==> src/sgd_pkg.sv <==
// sgd_pkg: shared types and constants of the skeleton swipe gesture detector.
// Used by sgd_front, sgd_back and the top level; depends on nothing.
`timescale 1ns / 1ps

package sgd_pkg;

    // Default timestamp width and the widths of the fixed fields
    localparam int TIME_WIDTH_DEF = 32;
    localparam int COORD_W        = 16;
    localparam int ID_W           = 4;
    localparam int IN_TIME_W      = 32;
    localparam int DUR_W          = 16;
    localparam int GESTURE_W      = 3;

    // Configuration port
    localparam int CFG_IDX_W  = 2;
    localparam int CFG_DATA_W = 16;
    localparam logic [CFG_IDX_W-1:0] CFG_MIN_DUR = 2'd0;
    localparam logic [CFG_IDX_W-1:0] CFG_MAX_DUR = 2'd1;
    localparam logic [DUR_W-1:0] MIN_DUR_RESET = 16'd100;
    localparam logic [DUR_W-1:0] MAX_DUR_RESET = 16'd1000;

    // Queue depths between the parts
    localparam int MID_DEPTH = 4;
    localparam int OUT_DEPTH = 2;

    // Joint store layout
    localparam int NUM_JOINTS  = 10;
    localparam int J_HEAD      = 0;
    localparam int J_TORSO     = 1;
    localparam int J_LHAND     = 2;
    localparam int J_RHAND     = 3;
    localparam int J_LELBOW    = 4;
    localparam int J_RELBOW    = 5;
    localparam int J_LSHOULDER = 6;
    localparam int J_RSHOULDER = 7;
    localparam int J_LHIP      = 8;
    localparam int J_RHIP      = 9;

    // Detectors, in priority order
    localparam int NUM_DET = 6;
    localparam int D_LEFT  = 0;
    localparam int D_RIGHT = 1;
    localparam int D_UPL   = 2;
    localparam int D_UPR   = 3;
    localparam int D_DOWNL = 4;
    localparam int D_DOWNR = 5;

    typedef enum logic [GESTURE_W-1:0] {
        GEST_NONE  = 3'd0,
        GEST_LEFT  = 3'd1,
        GEST_RIGHT = 3'd2,
        GEST_UP    = 3'd3,
        GEST_DOWN  = 3'd4
    } t_gesture;

    // Joint-only classification of one frame; index 0 is the left hand side,
    // index 1 the right hand side.
    typedef struct packed {
        logic                      l_cancel;
        logic                      l_arm;
        logic                      l_end;
        logic                      r_cancel;
        logic                      r_arm;
        logic                      r_end;
        logic [1:0]                up_arm;
        logic [1:0]                up_end;
        logic [1:0]                dn_arm;
        logic [1:0]                dn_end;
        logic signed [COORD_W-1:0] hx_l;
        logic signed [COORD_W-1:0] hx_r;
        logic [COORD_W-1:0]        hip_half;
    } t_cls;

endpackage

==> src/sgd_fifo.sv <==
// sgd_fifo: small register queue with push/full and pop/empty sides.
// Standalone; used for the frame queue and the result queue.
`timescale 1ns / 1ps

module sgd_fifo #(
    parameter int WIDTH = 8,
    parameter int DEPTH = 2
) (
    input  logic             i_clk,
    input  logic             i_rst_n,
    input  logic             i_push,
    input  logic [WIDTH-1:0] i_wr_data,
    output logic             o_full,
    input  logic             i_pop,
    output logic [WIDTH-1:0] o_rd_data,
    output logic             o_empty
);

    localparam int PW = (DEPTH > 1) ? $clog2(DEPTH) : 1;
    localparam int CW = $clog2(DEPTH + 1);

    logic [WIDTH-1:0] r_mem [DEPTH];
    logic [PW-1:0]    r_wr_ptr;
    logic [PW-1:0]    r_rd_ptr;
    logic [CW-1:0]    r_count;
    logic             wr_en;
    logic             rd_en;

    assign o_full    = (r_count == CW'(DEPTH));
    assign o_empty   = (r_count == '0);
    assign wr_en     = i_push && !o_full;
    assign rd_en     = i_pop && !o_empty;
    assign o_rd_data = r_mem[r_rd_ptr];

    // Storage
    always_ff @(posedge i_clk) begin
        if (wr_en) begin
            r_mem[r_wr_ptr] <= i_wr_data;
        end
    end

    // Pointers and fill count
    always_ff @(posedge i_clk) begin
        if (!i_rst_n) begin
            r_wr_ptr <= '0;
            r_rd_ptr <= '0;
            r_count  <= '0;
        end else begin
            if (wr_en) begin
                r_wr_ptr <= (r_wr_ptr == PW'(DEPTH - 1)) ? '0 : r_wr_ptr + 1'b1;
            end
            if (rd_en) begin
                r_rd_ptr <= (r_rd_ptr == PW'(DEPTH - 1)) ? '0 : r_rd_ptr + 1'b1;
            end
            r_count <= r_count + CW'(wr_en) - CW'(rd_en);
        end
    end

endmodule

==> src/sgd_front.sv <==
// sgd_front: joint store and per-frame classification of joint positions.
// Depends on sgd_pkg; feeds the frame queue read by sgd_back.
`timescale 1ns / 1ps

module sgd_front #(
    parameter int TIME_WIDTH = sgd_pkg::TIME_WIDTH_DEF
) (
    input  logic                                i_clk,
    input  logic                                i_rst_n,
    input  logic                                i_accept,
    input  logic [sgd_pkg::ID_W-1:0]            i_joint_id,
    input  logic signed [sgd_pkg::COORD_W-1:0]  i_joint_x,
    input  logic signed [sgd_pkg::COORD_W-1:0]  i_joint_y,
    input  logic [sgd_pkg::IN_TIME_W-1:0]       i_frame_time_ms,
    input  logic                                i_frame_end,
    output logic                                o_rec_push,
    output sgd_pkg::t_cls                       o_cls,
    output logic [TIME_WIDTH-1:0]               o_time
);

    localparam int CW = sgd_pkg::COORD_W;

    logic signed [CW-1:0] r_jx [sgd_pkg::NUM_JOINTS];
    logic signed [CW-1:0] r_jy [sgd_pkg::NUM_JOINTS];
    logic signed [CW-1:0] n_jx [sgd_pkg::NUM_JOINTS];
    logic signed [CW-1:0] n_jy [sgd_pkg::NUM_JOINTS];

    logic signed [CW-1:0] lhx, lhy, rhx, rhy;
    logic signed [CW:0]   r_side_a, r_side_b, hip_diff;
    logic [CW:0]          hip_abs;
    logic                 l_pos, r_pos;

    // Store update: the current beat's joint, ids above nine are dropped
    always_comb begin
        for (int j = 0; j < sgd_pkg::NUM_JOINTS; j++) begin
            n_jx[j] = r_jx[j];
            n_jy[j] = r_jy[j];
            if (i_accept && i_joint_id == sgd_pkg::ID_W'(j)) begin
                n_jx[j] = i_joint_x;
                n_jy[j] = i_joint_y;
            end
        end
    end

    always_ff @(posedge i_clk) begin
        if (!i_rst_n) begin
            for (int j = 0; j < sgd_pkg::NUM_JOINTS; j++) begin
                r_jx[j] <= '0;
                r_jy[j] <= '0;
            end
        end else begin
            for (int j = 0; j < sgd_pkg::NUM_JOINTS; j++) begin
                r_jx[j] <= n_jx[j];
                r_jy[j] <= n_jy[j];
            end
        end
    end

    assign lhx = n_jx[sgd_pkg::J_LHAND];
    assign lhy = n_jy[sgd_pkg::J_LHAND];
    assign rhx = n_jx[sgd_pkg::J_RHAND];
    assign rhy = n_jy[sgd_pkg::J_RHAND];

    // Horizontal swipes: right hand sweeps left, left hand sweeps right
    assign l_pos    = rhx >= n_jx[sgd_pkg::J_RSHOULDER];
    assign r_pos    = lhx <= n_jx[sgd_pkg::J_LSHOULDER];
    assign r_side_a = $signed({lhx[CW-1], lhx})
                    - $signed({n_jx[sgd_pkg::J_LSHOULDER][CW-1], n_jx[sgd_pkg::J_LSHOULDER]});
    assign r_side_b = $signed({n_jx[sgd_pkg::J_LSHOULDER][CW-1], n_jx[sgd_pkg::J_LSHOULDER]})
                    - $signed({n_jx[sgd_pkg::J_TORSO][CW-1], n_jx[sgd_pkg::J_TORSO]});

    // Allowed sideways drift of a vertical swipe: half the hip spread
    assign hip_diff = $signed({n_jx[sgd_pkg::J_LHIP][CW-1], n_jx[sgd_pkg::J_LHIP]})
                    - $signed({n_jx[sgd_pkg::J_RHIP][CW-1], n_jx[sgd_pkg::J_RHIP]});
    assign hip_abs  = hip_diff[CW] ? (CW+1)'(-hip_diff) : hip_diff;

    always_comb begin
        o_cls.l_cancel = rhy < n_jy[sgd_pkg::J_RELBOW] || rhy > n_jy[sgd_pkg::J_HEAD]
                      || rhy < n_jy[sgd_pkg::J_RHIP]
                      || (l_pos && n_jx[sgd_pkg::J_TORSO] > n_jx[sgd_pkg::J_RSHOULDER]);
        o_cls.l_arm    = l_pos;
        o_cls.l_end    = rhx <= n_jx[sgd_pkg::J_TORSO];
        o_cls.r_cancel = lhy < n_jy[sgd_pkg::J_LELBOW] || lhy > n_jy[sgd_pkg::J_HEAD]
                      || lhy < n_jy[sgd_pkg::J_LHIP]
                      || (r_pos && r_side_a < r_side_b);
        o_cls.r_arm    = r_pos;
        o_cls.r_end    = lhx >= n_jx[sgd_pkg::J_TORSO];

        o_cls.up_arm[0] = lhy <= n_jy[sgd_pkg::J_LELBOW] && lhy <= n_jy[sgd_pkg::J_LHIP];
        o_cls.up_arm[1] = rhy <= n_jy[sgd_pkg::J_RELBOW] && rhy <= n_jy[sgd_pkg::J_RHIP];
        o_cls.up_end[0] = lhy > n_jy[sgd_pkg::J_LELBOW] && lhy > n_jy[sgd_pkg::J_LSHOULDER];
        o_cls.up_end[1] = rhy > n_jy[sgd_pkg::J_RELBOW] && rhy > n_jy[sgd_pkg::J_RSHOULDER];
        o_cls.dn_arm[0] = lhy >= n_jy[sgd_pkg::J_LELBOW] && lhy >= n_jy[sgd_pkg::J_LSHOULDER];
        o_cls.dn_arm[1] = rhy >= n_jy[sgd_pkg::J_RELBOW] && rhy >= n_jy[sgd_pkg::J_RSHOULDER];
        o_cls.dn_end[0] = lhy < n_jy[sgd_pkg::J_LELBOW] && lhy < n_jy[sgd_pkg::J_LHIP];
        o_cls.dn_end[1] = rhy < n_jy[sgd_pkg::J_RELBOW] && rhy < n_jy[sgd_pkg::J_RHIP];

        o_cls.hx_l     = lhx;
        o_cls.hx_r     = rhx;
        o_cls.hip_half = hip_abs[CW:1];
    end

    assign o_rec_push = i_accept && i_frame_end;
    assign o_time     = TIME_WIDTH'(i_frame_time_ms);

endmodule

==> src/sgd_back.sv <==
// sgd_back: the six swipe detectors with their armed flags, timers and start x.
// Depends on sgd_pkg; reads the frame queue and writes the result queue.
`timescale 1ns / 1ps

module sgd_back #(
    parameter int TIME_WIDTH = sgd_pkg::TIME_WIDTH_DEF
) (
    input  logic                             i_clk,
    input  logic                             i_rst_n,
    input  logic                             i_valid,
    input  sgd_pkg::t_cls                    i_cls,
    input  logic [TIME_WIDTH-1:0]            i_time,
    input  logic [sgd_pkg::DUR_W-1:0]        i_min_dur,
    input  logic [sgd_pkg::DUR_W-1:0]        i_max_dur,
    input  logic                             i_out_full,
    output logic                             o_pop,
    output logic [sgd_pkg::GESTURE_W-1:0]    o_gesture
);

    localparam int ND = sgd_pkg::NUM_DET;
    localparam int CW = sgd_pkg::COORD_W;

    logic [ND-1:0]         r_armed;
    logic [ND-1:0]         r_running;
    logic [TIME_WIDTH-1:0] r_start [ND];
    logic signed [CW-1:0]  r_vsx   [2];

    logic [ND-1:0]         n_armed;
    logic [ND-1:0]         n_running;
    logic [TIME_WIDTH-1:0] n_start [ND];
    logic signed [CW-1:0]  n_vsx   [2];

    logic [TIME_WIDTH-1:0] elapsed [ND];
    logic [ND-1:0]         ok, cancel, arm_now, end_pos, armed_after, fire, en, hit;
    logic signed [CW-1:0]  hx [2];
    logic signed [CW:0]    dx [2];
    logic [CW:0]           adx [2];
    logic [1:0]            far;
    sgd_pkg::t_gesture     gest;

    assign o_pop = i_valid && !i_out_full;
    assign hx[0] = i_cls.hx_l;
    assign hx[1] = i_cls.hx_r;

    // Timer windows, one subtractor per detector
    always_comb begin
        for (int d = 0; d < ND; d++) begin
            elapsed[d] = r_running[d] ? (i_time - r_start[d]) : '0;
            ok[d]      = elapsed[d] > TIME_WIDTH'(i_min_dur)
                      && elapsed[d] < TIME_WIDTH'(i_max_dur);
        end
    end

    // Sideways drift of each hand against its stored start x
    always_comb begin
        for (int s = 0; s < 2; s++) begin
            dx[s]  = $signed({r_vsx[s][CW-1], r_vsx[s]}) - $signed({hx[s][CW-1], hx[s]});
            adx[s] = dx[s][CW] ? (CW+1)'(-dx[s]) : dx[s];
            far[s] = adx[s] > {1'b0, i_cls.hip_half};
        end
    end

    // Detector decisions in priority order; a fired detector masks the rest
    always_comb begin
        arm_now[sgd_pkg::D_LEFT]  = i_cls.l_arm;
        end_pos[sgd_pkg::D_LEFT]  = i_cls.l_end;
        cancel[sgd_pkg::D_LEFT]   = i_cls.l_cancel;
        arm_now[sgd_pkg::D_RIGHT] = i_cls.r_arm;
        end_pos[sgd_pkg::D_RIGHT] = i_cls.r_end;
        cancel[sgd_pkg::D_RIGHT]  = i_cls.r_cancel;
        for (int s = 0; s < 2; s++) begin
            arm_now[sgd_pkg::D_UPL + s]   = i_cls.up_arm[s];
            end_pos[sgd_pkg::D_UPL + s]   = i_cls.up_end[s];
            arm_now[sgd_pkg::D_DOWNL + s] = i_cls.dn_arm[s];
            end_pos[sgd_pkg::D_DOWNL + s] = i_cls.dn_end[s];
        end

        en     = '0;
        cancel[sgd_pkg::D_UPL]   = !i_cls.up_arm[0] && far[0];
        cancel[sgd_pkg::D_UPR]   = !i_cls.up_arm[1] && far[1];
        cancel[sgd_pkg::D_DOWNL] = 1'b0;
        cancel[sgd_pkg::D_DOWNR] = 1'b0;
        armed_after = '0;
        fire        = '0;
        en[0] = 1'b1;
        for (int d = 0; d < ND; d++) begin
            if (d >= sgd_pkg::D_DOWNL) begin
                // Down shares start x with the up detector of the same hand,
                // which may have just restarted it at the current x
                cancel[d] = !arm_now[d] && far[d - sgd_pkg::D_DOWNL]
                         && !(en[d - 2] && arm_now[d - 2]);
            end
            armed_after[d] = !cancel[d] && (r_armed[d] || arm_now[d]);
            fire[d]        = armed_after[d] && end_pos[d] && ok[d];
            if (d < ND - 1) begin
                en[d + 1] = en[d] && !fire[d];
            end
        end
        hit = en & fire;
    end

    // Next detector state
    always_comb begin
        n_armed   = r_armed;
        n_running = r_running;
        for (int d = 0; d < ND; d++) begin
            n_start[d] = r_start[d];
            if (en[d]) begin
                if (cancel[d] || fire[d]) begin
                    n_armed[d]   = 1'b0;
                    n_running[d] = 1'b0;
                end else if (armed_after[d]) begin
                    n_armed[d]   = 1'b1;
                    n_running[d] = 1'b1;
                    if (!r_running[d]) begin
                        n_start[d] = i_time;
                    end
                end
            end
        end
        for (int s = 0; s < 2; s++) begin
            n_vsx[s] = r_vsx[s];
            if ((en[sgd_pkg::D_UPL + s] && arm_now[sgd_pkg::D_UPL + s])
                || (en[sgd_pkg::D_DOWNL + s] && arm_now[sgd_pkg::D_DOWNL + s])) begin
                n_vsx[s] = hx[s];
            end
        end
    end

    // Gesture code of this frame
    always_comb begin
        if (hit[sgd_pkg::D_LEFT]) begin
            gest = sgd_pkg::GEST_LEFT;
        end else if (hit[sgd_pkg::D_RIGHT]) begin
            gest = sgd_pkg::GEST_RIGHT;
        end else if (hit[sgd_pkg::D_UPL] || hit[sgd_pkg::D_UPR]) begin
            gest = sgd_pkg::GEST_UP;
        end else if (hit[sgd_pkg::D_DOWNL] || hit[sgd_pkg::D_DOWNR]) begin
            gest = sgd_pkg::GEST_DOWN;
        end else begin
            gest = sgd_pkg::GEST_NONE;
        end
    end

    assign o_gesture = gest;

    always_ff @(posedge i_clk) begin
        if (!i_rst_n) begin
            r_armed   <= '0;
            r_running <= '0;
            for (int d = 0; d < ND; d++) begin
                r_start[d] <= '0;
            end
            r_vsx[0] <= '0;
            r_vsx[1] <= '0;
        end else if (o_pop) begin
            r_armed   <= n_armed;
            r_running <= n_running;
            for (int d = 0; d < ND; d++) begin
                r_start[d] <= n_start[d];
            end
            r_vsx[0] <= n_vsx[0];
            r_vsx[1] <= n_vsx[1];
        end
    end

endmodule

==> src/skeleton_swipe_gesture_detector.sv <==
// skeleton_swipe_gesture_detector: top level with the configuration registers.
// Depends on sgd_pkg, sgd_fifo, sgd_front and sgd_back.
`timescale 1ns / 1ps

// Joints enter one beat per clock through push/full while full is low; the
// beat carrying frame_end yields exactly one gesture beat (0 none, 1 left,
// 2 right, 3 up, 4 down) on the empty/pop side, every other beat yields none.
// The joint store and its compares take one beat each cycle; the detector
// unit evaluates one frame per cycle while the result queue has room, so the
// sustained rate is one beat per cycle. A frame result passes through the
// frame queue and then the result queue before it shows on the empty/pop side.
// A four-entry frame queue and a two-entry result queue let both sides stall
// independently. Write min/max durations only while no frame is pending.
module skeleton_swipe_gesture_detector #(
    parameter int TIME_WIDTH = sgd_pkg::TIME_WIDTH_DEF
) (
    input  logic                                i_clk,
    input  logic                                i_rst_n,
    input  logic                                push,
    output logic                                full,
    input  logic [sgd_pkg::ID_W-1:0]            i_joint_id,
    input  logic signed [sgd_pkg::COORD_W-1:0]  i_joint_x,
    input  logic signed [sgd_pkg::COORD_W-1:0]  i_joint_y,
    input  logic [sgd_pkg::IN_TIME_W-1:0]       i_frame_time_ms,
    input  logic                                i_frame_end,
    output logic                                empty,
    input  logic                                pop,
    output logic [sgd_pkg::GESTURE_W-1:0]       o_gesture,
    input  logic                                i_cfg_wr_en,
    input  logic [sgd_pkg::CFG_IDX_W-1:0]       i_cfg_idx,
    input  logic [sgd_pkg::CFG_DATA_W-1:0]      i_cfg_data
);

    localparam int CLS_W = $bits(sgd_pkg::t_cls);
    localparam int MID_W = TIME_WIDTH + CLS_W;

    logic [sgd_pkg::DUR_W-1:0] r_min_dur;
    logic [sgd_pkg::DUR_W-1:0] r_max_dur;

    logic                          in_accept;
    logic                          rec_push;
    sgd_pkg::t_cls                 front_cls;
    logic [TIME_WIDTH-1:0]         front_time;
    logic                          mid_full, mid_empty, mid_pop;
    logic [MID_W-1:0]              mid_rd_data;
    logic                          out_full;
    logic [sgd_pkg::GESTURE_W-1:0] back_gesture;

    // Configuration registers
    always_ff @(posedge i_clk) begin
        if (!i_rst_n) begin
            r_min_dur <= sgd_pkg::MIN_DUR_RESET;
            r_max_dur <= sgd_pkg::MAX_DUR_RESET;
        end else if (i_cfg_wr_en) begin
            case (i_cfg_idx)
                sgd_pkg::CFG_MIN_DUR: r_min_dur <= i_cfg_data;
                sgd_pkg::CFG_MAX_DUR: r_max_dur <= i_cfg_data;
                default: ;
            endcase
        end
    end

    // The frame queue's full flag is the input full flag
    assign full      = mid_full;
    assign in_accept = push && !mid_full;

    sgd_front #(
        .TIME_WIDTH(TIME_WIDTH)
    ) u_front (
        .i_clk          (i_clk),
        .i_rst_n        (i_rst_n),
        .i_accept       (in_accept),
        .i_joint_id     (i_joint_id),
        .i_joint_x      (i_joint_x),
        .i_joint_y      (i_joint_y),
        .i_frame_time_ms(i_frame_time_ms),
        .i_frame_end    (i_frame_end),
        .o_rec_push     (rec_push),
        .o_cls          (front_cls),
        .o_time         (front_time)
    );

    // Frame queue between classification and detection
    sgd_fifo #(
        .WIDTH(MID_W),
        .DEPTH(sgd_pkg::MID_DEPTH)
    ) u_mid_q (
        .i_clk    (i_clk),
        .i_rst_n  (i_rst_n),
        .i_push   (rec_push),
        .i_wr_data({front_time, front_cls}),
        .o_full   (mid_full),
        .i_pop    (mid_pop),
        .o_rd_data(mid_rd_data),
        .o_empty  (mid_empty)
    );

    sgd_back #(
        .TIME_WIDTH(TIME_WIDTH)
    ) u_back (
        .i_clk     (i_clk),
        .i_rst_n   (i_rst_n),
        .i_valid   (!mid_empty),
        .i_cls     (sgd_pkg::t_cls'(mid_rd_data[CLS_W-1:0])),
        .i_time    (mid_rd_data[MID_W-1:CLS_W]),
        .i_min_dur (r_min_dur),
        .i_max_dur (r_max_dur),
        .i_out_full(out_full),
        .o_pop     (mid_pop),
        .o_gesture (back_gesture)
    );

    // Result queue
    sgd_fifo #(
        .WIDTH(sgd_pkg::GESTURE_W),
        .DEPTH(sgd_pkg::OUT_DEPTH)
    ) u_out_q (
        .i_clk    (i_clk),
        .i_rst_n  (i_rst_n),
        .i_push   (mid_pop),
        .i_wr_data(back_gesture),
        .o_full   (out_full),
        .i_pop    (pop),
        .o_rd_data(o_gesture),
        .o_empty  (empty)
    );

`ifndef SYNTH
    // A frame leaves the frame queue only when its result has room
    a_no_out_overflow: assert property (@(posedge i_clk) disable iff (!i_rst_n)
        mid_pop |-> !out_full)
        else $error("frame consumed while result queue full");

    // An accepted frame_end beat is pending in the frame queue next cycle
    a_frame_queued: assert property (@(posedge i_clk) disable iff (!i_rst_n)
        (push && !full && i_frame_end) |=> !mid_empty)
        else $error("frame_end beat not queued");

    // Reset leaves no result pending and the input side open
    a_reset_clear: assert property (@(posedge i_clk)
        !i_rst_n |=> (empty && !full))
        else $error("queues not cleared by reset");
`endif

endmodule

==> config.mk <==
export PLATFORM = sky130hd
export DESIGN_NAME = skeleton_swipe_gesture_detector
export DESIGN_NICKNAME = d
export VERILOG_FILES = /design/src/sgd_pkg.sv /design/src/sgd_fifo.sv /design/src/sgd_front.sv /design/src/sgd_back.sv /design/src/skeleton_swipe_gesture_detector.sv
export SDC_FILE = /design/constraint.sdc
export NUM_CORES = 2
export LEC_CHECK = 0
export BUFFER_PORTS_ARGS = -buffer_cell sky130_fd_sc_hd__buf_4
export CAP_MARGIN = 10
export CORE_ASPECT_RATIO = 0.5
export CORE_MARGIN = 5
export CORE_UTILIZATION = 42
export CTS_CLUSTER_DIAMETER = 100
export DETAILED_ROUTE_END_ITERATION = 10
export HOLD_SLACK_MARGIN = 0.05
export SYNTH_ARGS = -nofsm -noshare
export SYNTH_HDL_FRONTEND = slang
export SYNTH_SLANG_ARGS = --single-unit
export TNS_END_PERCENT = 100
==> constraint.sdc <==
create_clock -name i_clk -period 8.79 [get_ports i_clk]
set_input_delay 1.758 -clock i_clk [delete_from_list [all_inputs] [get_ports i_clk]]
set_output_delay 1.758 -clock i_clk [all_outputs]
set_load 0.01 [all_outputs]
==> summary.txt <==
Pwr
  – Clock Power Share: 14.7%
  – P_sw: 12600 µW
  – Peak VDD IR: about 230 µV
  – Pint: 14100 µW
  – Register share of total power: between 20% and 30%
  – Sw frac: 47.1%
  – P_leak: 0.0277 µW
  – Combinational fraction of design power: approximately 64%
  – Pwr/cell area: roughly 410 nW/µm²

Setup path
  – Most frequent CP cell: a21oi_1
  – Worst Path Max Fanout: 32
  – Startpoint types: register
  – Crit-path slowest cell: a2111oi_4
  – CP arrival: between 8 and 9 ns
  – Crit path kind: register to register
  – CP required: 9.12 ns
  – Crit. End Element: register
  – Max incr delay on CP: between 0.6 and 0.7 ns

Floorplan
  – Initial core utilization: 42.1%
  – I/O pins: between 90 and 100
  – Placeable Area: between 100000 and 150000 µm²
  – Die H: approximately 270 µm
  – Die Wd: roughly 540 µm
  – Floorplan row count: 97
  – Area of the die: roughly 150000 µm²

Global route
  – Initial antenna violation count: 9
  – Vias in the first global route: 44.6k
  – Tot GR Track Use: a little under a quarter
  – Total grt overflow: 0
  – Global-route wire length before repair: ~260 mm
  – Largest net degree at the start of global routing: 105

Finish
  – Post-route cell area: approximately 65000 µm²
  – Share of post-route cells with drive strength above 1: 9.08%
  – Nets: between 6k and 7k
  – Layout area overhead: 9.97%
  – Most common cell after layout, fill and taps aside: ha_1
  – Most frequent cells in the layout: ha_1, edfxtp_1, nor2_1
  – Fin cells: roughly 7.7k

Synth
  – FFs w/ async S/R, synth: 0%
  – Post-synthesis cell count: 5717
  – Main synth FF type: edfxtp_1
  – Unique cell type count in the Yosys netlist: between 90 and 100
  – Register area share after synthesis: between 40% and 50%
  – YS warnings: 0
  – Syn Nets: approximately 6.5k
  – Syn_area_per_cell: between 10 and 15 µm²
  – Mapped Area: slightly below 60000 µm²
  – Post-synth EDFFs: 606
  – #FFs+latches synth: between 900 and 1k

STA
  – Setup TNS: 0 ns
  – Min cycle time layout: between 8 and 9 ns
  – Final setup vio count: 0
  – Unrepaired setup endpoints after global routing: no
  – Hold Vio Cnt, Final: 0
  – Worst-margin pin slew: roughly 1.2 ns
  – Fin crit share: 93.1%
  – FMAX: between 100 and 150 MHz
  – Worst slew margin: 18.0%
  – Worst Skew: 0.0401 ns
  – Fin. max-slew vios: 0

Clock tree
  – Root Buffer Master: clkbuf_16
  – CTS clk-pin slew, worst paths: roughly 0.07 ns
  – Htree depth: 3
  – Later-pin clock latency in the skew report: 0.71 ns
  – Hold buffers post-CTS: 0
  – Post-CTS Resized: 0
  – CTS Buf Count: 91
  – Setup bufs post-CTS: 0
  – CTS Sinks: around 910
  – CTS tree: built
  – Clock Tree Buf Depth: 3

Place
  – RePlAce Congestion: roughly 0.9
  – Area post-placement: roughly 60000 µm²
  – # placed instances: between 7k and 8k
  – # port buffers: between 90 and 100
  – Final HPWL DP: roughly 130 mm

Job
  – Number of max-cap violations: 0

Drt
  – Wirelength per Cell: between 20 and 25 µm
  – Vias per cell: between 5 and 6
  – DRC: 0
  – Final wirelength: about 170 mm
  – Vias: around 45k
  – Antenna-violating nets left: 0
  – Router iterations before antenna repair: 6
  – Initial DRC count: roughly 3.6k

Outcome
  – Run status: finished clean

Min path
  – Hold Path Class: register to register
final timing paths:
check | from | endpoint | slack [ns] | depth (start not counted)
max | register | u_back.r_start[0][146]$_DFFE_PP_ | 0.60 | 28
min | r_min_dur[10]$_SDFFE_PN0P_ | r_min_dur[10]$_SDFFE_PN0P_ | 0.46 | 2
max reg2reg | register | u_back.r_start[0][146]$_DFFE_PP_ | 0.60 | 28
min reg2reg | r_min_dur[10]$_SDFFE_PN0P_ | r_min_dur[10]$_SDFFE_PN0P_ | 0.46 | 2
cells in the mapped netlist, types with 15 or more instances:
cell       instances  area, µm²
a2111oi_0         15        131
a211o_1           16        140
a211oi_1          48        360
a21boi_0          18        135
a21o_1           116        871
a21oi_1          386       1930
a31oi_1           37        231
and2_1           111        694
and3_1            92        576
buf_1             26       97.6
clkbuf_1         154        578
dfxtp_1          308       6170
edfxtp_1         606      18200
ha_1             704       8810
inv_1            441       1660
mux2_2            96       1080
mux2i_1          190       1900
mux4_2            88       1980
nand2_1          272       1020
nand2b_1          84        526
nand3_1           95        475
nand4_1          127        795
nor2_1           503       1890
nor2b_1           95        594
nor3_1           102        510
nor3b_1           19        143
nor4_1            27        169
o2111ai_1         20        175
o211ai_1          48        360
o21a_1            66        495
o21ai_0          262       1310
o21bai_1          31        233
o22ai_1           15       93.8
o31ai_1           23        173
or2_2             15       93.8
or3_1             25        156
xnor2_1          132       1160
xor2_1            86        753
power by group through the flow:
stage | Combinational, µW | Clock [µW] | Sequential (µW)
finish | 17000 | 3920 | 5790
global route | 18700 | 4190 | 5850
CTS | 16800 | 4010 | 5800
detailed placement | 16700 | 0 | 5880
global placement | 16500 | 0 | 5870
floorplan | 12100 | 0 | 5770
logic make-up (layout without fill, tap and decap cells):
kind of cell	after synthesis	after routing	share of synthesized area, %
compound gates	1241	1241	13.5
xor+xnor	218	218	3.25
fa+ha+maj	716	716	15.4
buf+inv	632	761	4.07
flops	914	914	41.5
mux	378	378	8.63
other cells	0	4	0
simple gates	1618	1618	13.7
area by class of cell:
type / instances / area, µm²
tap: 1881 / 2350
fill: 12900 / 74800
clock buffer: 119 / 2500
inverter: 443 / 1670
clock inverter: 49 / 450
sequential: 914 / 24400
timing repair buffer: 150 / 1150
antenna: 4 / 10.0
multi-input combinational: 4171 / 32100
metal layers:
| layer | vias up | GRT usage [%] | wire length [µm] |
|---|---|---|---|
| met5 | - | 0 | 18 |
| met4 | 2 | 6.53 | 4970 |
| met3 | 277 | 3.00 | 9520 |
| met2 | 1267 | 38.1 | 80300 |
| met1 | 22200 | 31.3 | 79300 |
| li1 | 21300 | - | - |
state kept, by name, indices dropped and copies added, names as in the netlist, named ones only:
register,flops
u_out_q.r_wr_ptr,1
u_mid_q.r_wr_ptr,2
r_max_dur,16
u_front.r_jy,144
u_front.r_jx,112
u_back.r_vsx,32
r_min_dur,16
u_mid_q.r_rd_ptr,2
u_mid_q.r_mem,376
u_back.r_armed,1
u_out_q.r_rd_ptr,1
u_back.r_running,5
u_back.r_start,192
u_out_q.r_count,2
u_mid_q.r_count,3
u_out_q.r_mem,6
worst max-delay path: cells and delay by family, from the launching register on:
kind            cells  cell delay [ns]
simple gates        8             1.29
buf+inv             4             0.93
fa+ha+maj           3             0.93
mux                 1             0.55
flops               1             0.59
compound gates     11             3.19
xor+xnor            1             0.26
per-stage QoR:
| step | hold WS [ns] | total power [µW] | util [%] | setup slack, ns |
|---|---|---|---|---|
| 5_1_grt | 0.479 | 28700 | 46.3 | 0.0140 |
| 3_5_place_dp | 0.451 | 22600 | 44.2 | 0.731 |
| 3_3_place_gp | 0.444 | 22300 | 44.2 | 0.844 |
| 4_1_cts | 0.457 | 26600 | 46.3 | 0.661 |
| 6_report | 0.458 | 26700 | 46.4 | 0.603 |
| 2_1_floorplan | 0.436 | 17800 | - | -0.000821 |
(Power assumes the default switching activity.)
